[src/sv/htsd_pkg.sv]
// Shared types and constants for the depth and age replacement position table.
package htsd_pkg;

	localparam int unsigned TABLE_ENTRIES = 65536;
	localparam int unsigned SLOT_W        = $clog2(TABLE_ENTRIES);

	localparam int unsigned KEY_W   = 64;
	localparam int unsigned DEPTH_W = 8;
	localparam int unsigned SCORE_W = 21;
	localparam int unsigned BOUND_W = 2;
	localparam int unsigned MOVE_W  = 32;
	localparam int unsigned AGE_W   = 8;
	localparam int unsigned IDX_W   = 16;
	localparam int unsigned ACT_W   = 3;

	localparam int unsigned S_DATA_W = 128;
	localparam int unsigned M_DATA_W = 24;

	localparam logic signed [SCORE_W-1:0] SCORE_HI = 21'sd900000;
	localparam logic signed [SCORE_W-1:0] SCORE_LO = -21'sd900000;

	localparam int unsigned QUEUE_DEPTH = 2;
	localparam int unsigned QPTR_W      = $clog2(QUEUE_DEPTH);
	localparam int unsigned QCNT_W      = $clog2(QUEUE_DEPTH + 1);

	typedef enum logic [ACT_W-1:0] {
		ACT_REJECT   = 3'd0,
		ACT_REWRITE  = 3'd1,
		ACT_AGE_ONLY = 3'd2,
		ACT_REPLACE  = 3'd3,
		ACT_KEEP     = 3'd4
	} action_t;

	typedef enum logic [1:0] {
		BK_CLEAR,
		BK_IDLE,
		BK_EVAL
	} back_state_t;

	typedef struct packed {
		logic [KEY_W-1:0]   key;
		logic [DEPTH_W-1:0] depth;
		logic [SCORE_W-1:0] score;
		logic [BOUND_W-1:0] bound;
		logic [MOVE_W-1:0]  move;
		logic               reject;
	} req_t;

	typedef struct packed {
		logic [KEY_W-1:0]   key;
		logic [DEPTH_W-1:0] depth;
		logic [SCORE_W-1:0] score;
		logic [BOUND_W-1:0] bound;
		logic [MOVE_W-1:0]  move;
		logic [AGE_W-1:0]   age;
	} entry_t;

	typedef struct packed {
		logic clearing;
	} bk_stat_t;

	typedef struct packed {
		logic [IDX_W-1:0] slot;
		action_t          action;
	} res_t;

endpackage

[src/sv/htsd_front.sv]
// Front end: accept store requests, screen the score, queue them for the table.
module htsd_front import htsd_pkg::*; (
	input  logic                clk,
	input  logic                arst_n,
	input  logic                s_tvalid,
	output logic                s_tready,
	input  logic [S_DATA_W-1:0] s_tdata,
	input  logic [BOUND_W-1:0]  s_tuser,
	input  bk_stat_t            bk_stat,
	output logic                q_valid,
	output req_t                q_req,
	input  logic                q_pop
);

	req_t              queue_q [QUEUE_DEPTH];
	logic [QPTR_W-1:0] wr_ptr_q;
	logic [QPTR_W-1:0] rd_ptr_q;
	logic [QCNT_W-1:0] cnt_q;
	logic              push;
	logic              pop;
	req_t              req;
	logic signed [SCORE_W-1:0] score;

	always_comb begin
		score      = s_tdata[92:72];
		req.key    = s_tdata[63:0];
		req.depth  = s_tdata[71:64];
		req.score  = s_tdata[92:72];
		req.bound  = s_tuser;
		req.move   = s_tdata[124:93];
		req.reject = (score > SCORE_HI) || (score < SCORE_LO);
	end

	assign s_tready = !bk_stat.clearing && (cnt_q != QCNT_W'(QUEUE_DEPTH));
	assign push     = s_tvalid && s_tready;
	assign q_valid  = (cnt_q != '0);
	assign pop      = q_pop && q_valid;
	assign q_req    = queue_q[rd_ptr_q];

	always_ff @(posedge clk) begin
		if (push) begin
			queue_q[wr_ptr_q] <= req;
		end
	end

	always_ff @(posedge clk or negedge arst_n) begin
		if (!arst_n) begin
			wr_ptr_q <= '0;
			rd_ptr_q <= '0;
			cnt_q    <= '0;
		end else begin
			if (push) begin
				wr_ptr_q <= wr_ptr_q + 1'b1;
			end
			if (pop) begin
				rd_ptr_q <= rd_ptr_q + 1'b1;
			end
			if (push && !pop) begin
				cnt_q <= cnt_q + 1'b1;
			end else if (pop && !push) begin
				cnt_q <= cnt_q - 1'b1;
			end
		end
	end

endmodule

[config.mk]
export PLATFORM = sky130hd
export DESIGN_NAME = htsd_front
export DESIGN_NICKNAME = d
export VERILOG_FILES = /design/src/sv/htsd_pkg.sv /design/src/sv/htsd_front.sv
export SDC_FILE = /design/constraint.sdc
export NUM_CORES = 1
export LEC_CHECK = 0
export BUFFER_PORTS_ARGS = -buffer_cell sky130_fd_sc_hd__buf_2
export CAP_MARGIN = 20
export CORE_MARGIN = 2
export CORE_UTILIZATION = 56
export CTS_CLUSTER_SIZE = 8
export DETAILED_ROUTE_END_ITERATION = 10
export GPL_ROUTABILITY_DRIVEN = 0
export PLACE_DENSITY = 0.95
export SYNTH_ARGS = -nofsm -noshare
export SYNTH_HDL_FRONTEND = slang
export SYNTH_SLANG_ARGS = --single-unit
[constraint.sdc]
create_clock -name clk -period 16.24 [get_ports clk]
set_input_delay 4.06 -clock clk [delete_from_list [all_inputs] [get_ports clk]]
set_output_delay 4.06 -clock clk [all_outputs]
set_load 0.01 [all_outputs]
==> results of run 1 <==
## routing by layer
layer	vias to the layer above	global-route usage	wire length [um]
li1	2327	-	-
met1	2522	0.231	7020
met2	203	0.367	10200
met3	38	0.0627	1470
met4	2	0.0637	376
met5	-	0	13
## Yosys cell counts, types with 2 or more instances
cell      count  share of area
edfxtp_1    256           0.81
mux2_2      128           0.15
buf_2        12         0.0063
dfrtp_1       4          0.010
nor2_1        4         0.0016
nand2_1       3         0.0012
xnor2_1       3         0.0028
clkbuf_1      2        0.00079
inv_1         2        0.00079
nand4b_1      2         0.0018
xor2_1        2         0.0018
## report_power, final
group | internal [mW] | switching [mW] | total, mW | leakage [nW]
Clock | 0.460 | 0.244 | 0.704 | 0.528
Combinational | 0.230 | 0.243 | 0.473 | 1.63
Sequential | 0.839 | 0.0476 | 0.886 | 2.38
## final timing paths
kind	startpoint	endpoint	slack, ns	cells past startpoint
setup / recovery	bk_stat	s_tready	7.64	3
hold / removal	cnt_q[1]	cnt_q[1]	0.51	1
setup reg to reg	cnt_q[0]	queue_q[1][114]	13.45	4
hold reg to reg	cnt_q[1]	cnt_q[1]	0.51	1
max in group asynchronous	arst_n	rd_ptr_q	12.74	1
min in group asynchronous	arst_n	cnt_q[1]	3.37	1
## final cells by class
| cell class | count | area, um2 |
|---|---|---|
| Clock buffer | 48 | 1050 |
| Fill cell | 966 | 4450 |
| Tap cell | 220 | 275 |
| Inverter | 2 | 7.51 |
| Sequential cell | 260 | 7790 |
| Multi-Input combinational cell | 161 | 1700 |
| Antenna cell | 1 | 2.50 |
| Timing Repair Buffer | 265 | 1340 |
| Clock inverter | 1 | 30.0 |
## metrics by stage
stage / setup WS [ns] / hold slack (ns)
finish: 7.64 / 0.510
global route: 7.62 / 0.522
CTS: 7.64 / 0.511
detailed placement: 7.64 / 0.505
global placement: 7.64 / 0.487
floorplan: 5.80 / 0.456
## worst reg2reg max path, stage by stage (launching register included)
cell and delay (ns):
dfrtp_1 0.42, inv_1 0.06, a21oi_1 0.23, and3_4 0.78, buf_4 0.86
## sequential cells by signal, summed over array words and instances (netlist names)
signal / flops
rd_ptr_q: 1
queue_q: 256
cnt_q: 2
wr_ptr_q: 1
## cell usage in the layout (no fill, tap or decap), types with 2 or more instances in the layout
cell type,n
mux2_2,128
inv_1,2
buf_2,261
nand4b_1,2
edfxtp_1,256
nand2_1,3
buf_4,4
dfrtp_1,3
xor2_1,2
nor2_1,3
clkbuf_16,41
clkbuf_1,7
xnor2_1,3
## logic make-up after synthesis
| family | synth area share |
|---|---|
| fa+ha+maj | 0.00131 |
| xor+xnor | 0.00459 |
| buf+inv | 0.00786 |
| compound gates | 0.00904 |
| mux | 0.151 |
| simple gates | 0.0106 |
| flops | 0.816 |
==> impl_metrics.toml, run 1 <==
[routing]
wl_per_cell_um = 19.9
vias = 5092
routed_wl_um = 19000
dr.pass1.iters = 4
ant_nets = 0
drt_iter0_drc = 207
drc = 0
avgViaCountPerCell = 5.32

[flow_run]
cap_violations = 0

[global_routing]
antenna_found_initial = 2
grt_start_max_net_pins = 78
first_global_vias = 5423
gr-total-overflow = 0
grt_pass1_wl_um = 28100
grt_usage = 0.203

[place]
place_area_um2 = 11100
hpwl_um = 12100
numPortBuffers = 261
dp.cells = 908

[timing]
timing.fmax_mhz = 116
skew_ns = 0.0116
tightestPinTransition_ns = 1.05
grt_setup_unrepaired = "false"
hold_violations = 0
max_slew_margin = 0.298
fin_crit_sh = 0.529
slew_violations = 0
finalSetupViolCount = 0
period_needed_ns = 8.60
tns_ns = 0

[clock_network]
cts_buffers = 38
tritoncts = "done"
clock-root-buffer = "clkbuf_16"
max-clock-path-buffers = 3
clk_pin_slew_ns = 0.05
htreeDepth = 2
hold_buffers = 0
cts.sinks = 260
clock_latency_ns = 0.49
cts_setup_buffers = 0
post_cts_resized = 0

[setup_path]
slowest_delay_ns = 0.20
path_buf_inv = 2
cpMostUsedCell = "buf_2"
worst_ep_arrival_time_ns = 4.54
path_cells = "buf_2, a21oi_1, buf_2"
crit_required_ns = 12.18
cp_top_family = "buffers and inverters"
critical_path_class = "input pin to output pin"
path_max_fanout = 3
crit_slowest_cell = "a21oi_1"
cp-start-kind = "input pin"
cp-end-kind = "output pin"

[yosys]
synth_nets = 573
syn_area_um2 = 9550
avgSynthCellArea_um2 = 21.8
synth_edf_count = 256
yosysWarnings = 0
synth_ff_type = "edfxtp_1"
synth_cell_types = 30
synthArstFlopShare = 0.0154
yosysSeqAreaShare = 0.816
yosys_register_bits = 260
synthCells = 437

[layout]
design_area_um2 = 12200
stdcell_count = 958
area_delta_synth_final_pct = 27.7
drive_gt1_frac = 0.600
nets = 864
final_util = 0.733

[floorplan]
die_w_um = 135
die_h_um = 135
ios = 265
fp.dieArea_um2 = 18100
coreArea_um2 = 16600
row_count = 47
start_util = 0.574

[power_and_ir_drop]
power_mw = 2.06
vdd_drop_max_mv = 0.114
power_density_nw_per_um2 = 169
p_leak_nw = 4.55

[worst_hold_path]
hold_path.class = "flop to flop"

[status]
outcome = "completed"
(Power assumes the default switching activity.)
==> run 2, diff against run 1 <==
Settings changed: ABC_AREA from default to 1, CORE_UTILIZATION 56 to 52, PLACE_DENSITY 0.95 to 0.89.
Clock period 16.24 ns to 8.4 ns, I/O delays scaled along.
==> run 2 against run 1 <==
Effect of this change: global-route usage is 0.071 points higher; clock-buffer cell count shrank 2; sequential cell count stayed put; final area grew 1.2%; via count rose by 27%; non-clock buffer count is 2 higher; wire length up 10%; register-to-register slack got worse by 7.3 ns; total power increased by 100%.
==> impl_metrics.toml, run 2 <==
[floorplan]
die_w_um = 142
die_h_um = 142
row_count = 50
ios = 265
coreArea_um2 = 18600
fp.dieArea_um2 = 20000
start_util = 0.528

[setup_path]
critical_path_class = "flop to output pin"
cp-end-kind = "output pin"
path_max_fanout = 72
cp-start-kind = "flop"
regToRegStartpoint = "cnt_q[0]"
worst_ep_arrival_time_ns = 2.97
crit_required_ns = 6.30
r2r_setup_slack_ns = 6.13
rr_endpoint = "queue_q[0][75]"
reg2reg_depth = 5

[layout]
stdcell_count = 1277
final_common_cell = "nand2_1"
nFillCells = 1274
seq_area_um2 = 7790
multiInputGateArea_um2 = 1780
final_cell_mix = "417 x nand2_1, 261 x buf_2, 256 x edfxtp_1"
reg_top3 = "queue_q: 256 flops, cnt_q: 2 flops"
n_antenna_cell = 0
drive_gt1_frac = 0.302
final_util = 0.662
nets = 1172
area_delta_synth_final_pct = 25.4
largest_reg_flops = 256
top_register = "queue_q"

[routing]
routed_wl_um = 21000
wl_per_cell_um = 16.4
dr.pass1.iters = 4
drc = 0
drt_iter0_drc = 346
avgViaCountPerCell = 5.06
ant_nets = 0
vias = 6464

[power_and_ir_drop]
p_comb_frac = 0.264
power_density_nw_per_um2 = 338
intPower_mw = 2.87
power_frac_seq = 0.408
p_leak_nw = 5.34
switching_share = 0.313
p_clk_frac = 0.328
switching_power_mw = 1.30
vdd_drop_max_mv = 0.214

[timing]
finalSetupViolCount = 0
max_slew_margin = 0.271
tns_ns = 0
grt_setup_unrepaired = "false"
slew_violations = 0
skew_ns = 0.0102
tightestPinTransition_ns = 1.09
hold_violations = 0
period_needed_ns = 5.07
fin_crit_sh = 0.603
timing.fmax_mhz = 197
setup_ws_ns = 3.33

[place]
dp_slack_ns = 3.81
dp.cells = 1230
numPortBuffers = 261
hpwl_um = 13100

[yosys]
yosysMostFrequentCell = "nand2_1"
yosys_register_bits = 260
avgSynthCellArea_um2 = 13.0
synth_ff_type = "edfxtp_1"
synthDominantCellAreaShare = 0.781
yosysWarnings = 0
synthTopCellsByArea = "edfxtp_1 78%, nand2_1 16%, buf_6 1.3%"
syn_area_um2 = 9840
synthArstFlopShare = 0.0154
synth_edf_count = 256
yosysSeqAreaShare = 0.791
synthCells = 757
synth_common_cells = "417 x nand2_1, 256 x edfxtp_1, 21 x nor2_1"
synth_nets = 893
synth_largest_area_cell = "edfxtp_1"
synth_cell_types = 20

[worst_hold_path]
hold_path_end = "cnt_q[0]"
whs_path_depth = 1
hold_path.class = "flop to flop"
hold_start = "cnt_q[0]"

[global_routing]
grt_usage = 0.204
first_global_vias = 6401
grt_pass1_wl_um = 31800
antenna_found_initial = 0
gr-total-overflow = 0
grt_start_max_net_pins = 80

[flow_run]
cap_violations = 0

[clock_network]
clk_pin_slew_ns = 0.05
max-clock-path-buffers = 3
cts_setup_buffers = 0
cts.sinks = 260
tritoncts = "done"
cts_buffers = 38
post_cts_resized = 0
htreeDepth = 2
clock-root-buffer = "clkbuf_16"
clock_latency_ns = 0.49
hold_buffers = 0

[status]
outcome = "completed"
[run 2: worst max path at each step]
stage / from / endpoint / slack, ns
finish: rd_ptr_q / q_req[94] / 3.33
global route: rd_ptr_q / q_req[94] / 3.15
CTS: rd_ptr_q / q_req[94] / 3.33
detailed placement: bk_stat / s_tready / 3.81
global placement: bk_stat / s_tready / 3.81
floorplan: bk_stat / queue_q[0][0] / 0.04
[run 2: critical path, stage by stage (launching register included)]
cell     delay, ns
dfrtp_4       0.72
inv_4         0.56
buf_4         0.73
nand2_1       0.13
nand2_1       0.11
buf_2         0.13
[run 2: final cells by class]
cell class                 count  area share
clock buffer                  46      0.0847
clock inverter                 1     0.00243
inverter                      13     0.00416
multi-input combinational    456       0.144
sequential                   260       0.631
tap                          234      0.0237
timing repair buffer         267       0.110
[run 2: routing by layer]
layer	part of all wire	global-route usage
met2	0.53	0.371
met5	0	0
met4	0.039	0.0958
met3	0.072	0.0452
met1	0.36	0.227
[run 2: power groups by stage]
stage / Clock, mW / Combinational [mW] / Sequential (mW)
after floorplan: 0 / 0.736 / 1.70
final: 1.37 / 1.10 / 1.70
after detailed placement: 0 / 1.10 / 1.72
after global routing: 1.45 / 1.22 / 1.72
after CTS: 1.40 / 1.11 / 1.70
after global placement: 0 / 1.07 / 1.72
[run 2: kinds of logic (layout without fill, tap and decap cells)]
kind of cell | after synthesis | count (layout) | synth area share
AO/OA/AOI/OAI | 3 | 3 | 0.00191
flip-flops | 260 | 260 | 0.791
buffers and inverters | 41 | 327 | 0.0294
AND/OR/NAND/NOR | 448 | 448 | 0.173
XOR/XNOR | 4 | 4 | 0.00356
adder cells (fa/ha/maj) | 1 | 1 | 0.00127
[run 2: metrics by stage]
step / hold WS, ns / area [um2] / power [mW]
4_1_cts: 0.486 / 12300 / 4.21
3_5_place_dp: 0.478 / 11300 / 2.83
3_3_place_gp: 0.461 / 11300 / 2.79
2_1_floorplan: 0.446 / 9840 / 2.44
5_1_grt: 0.505 / 12300 / 4.38
6_report: 0.486 / 12300 / 4.17
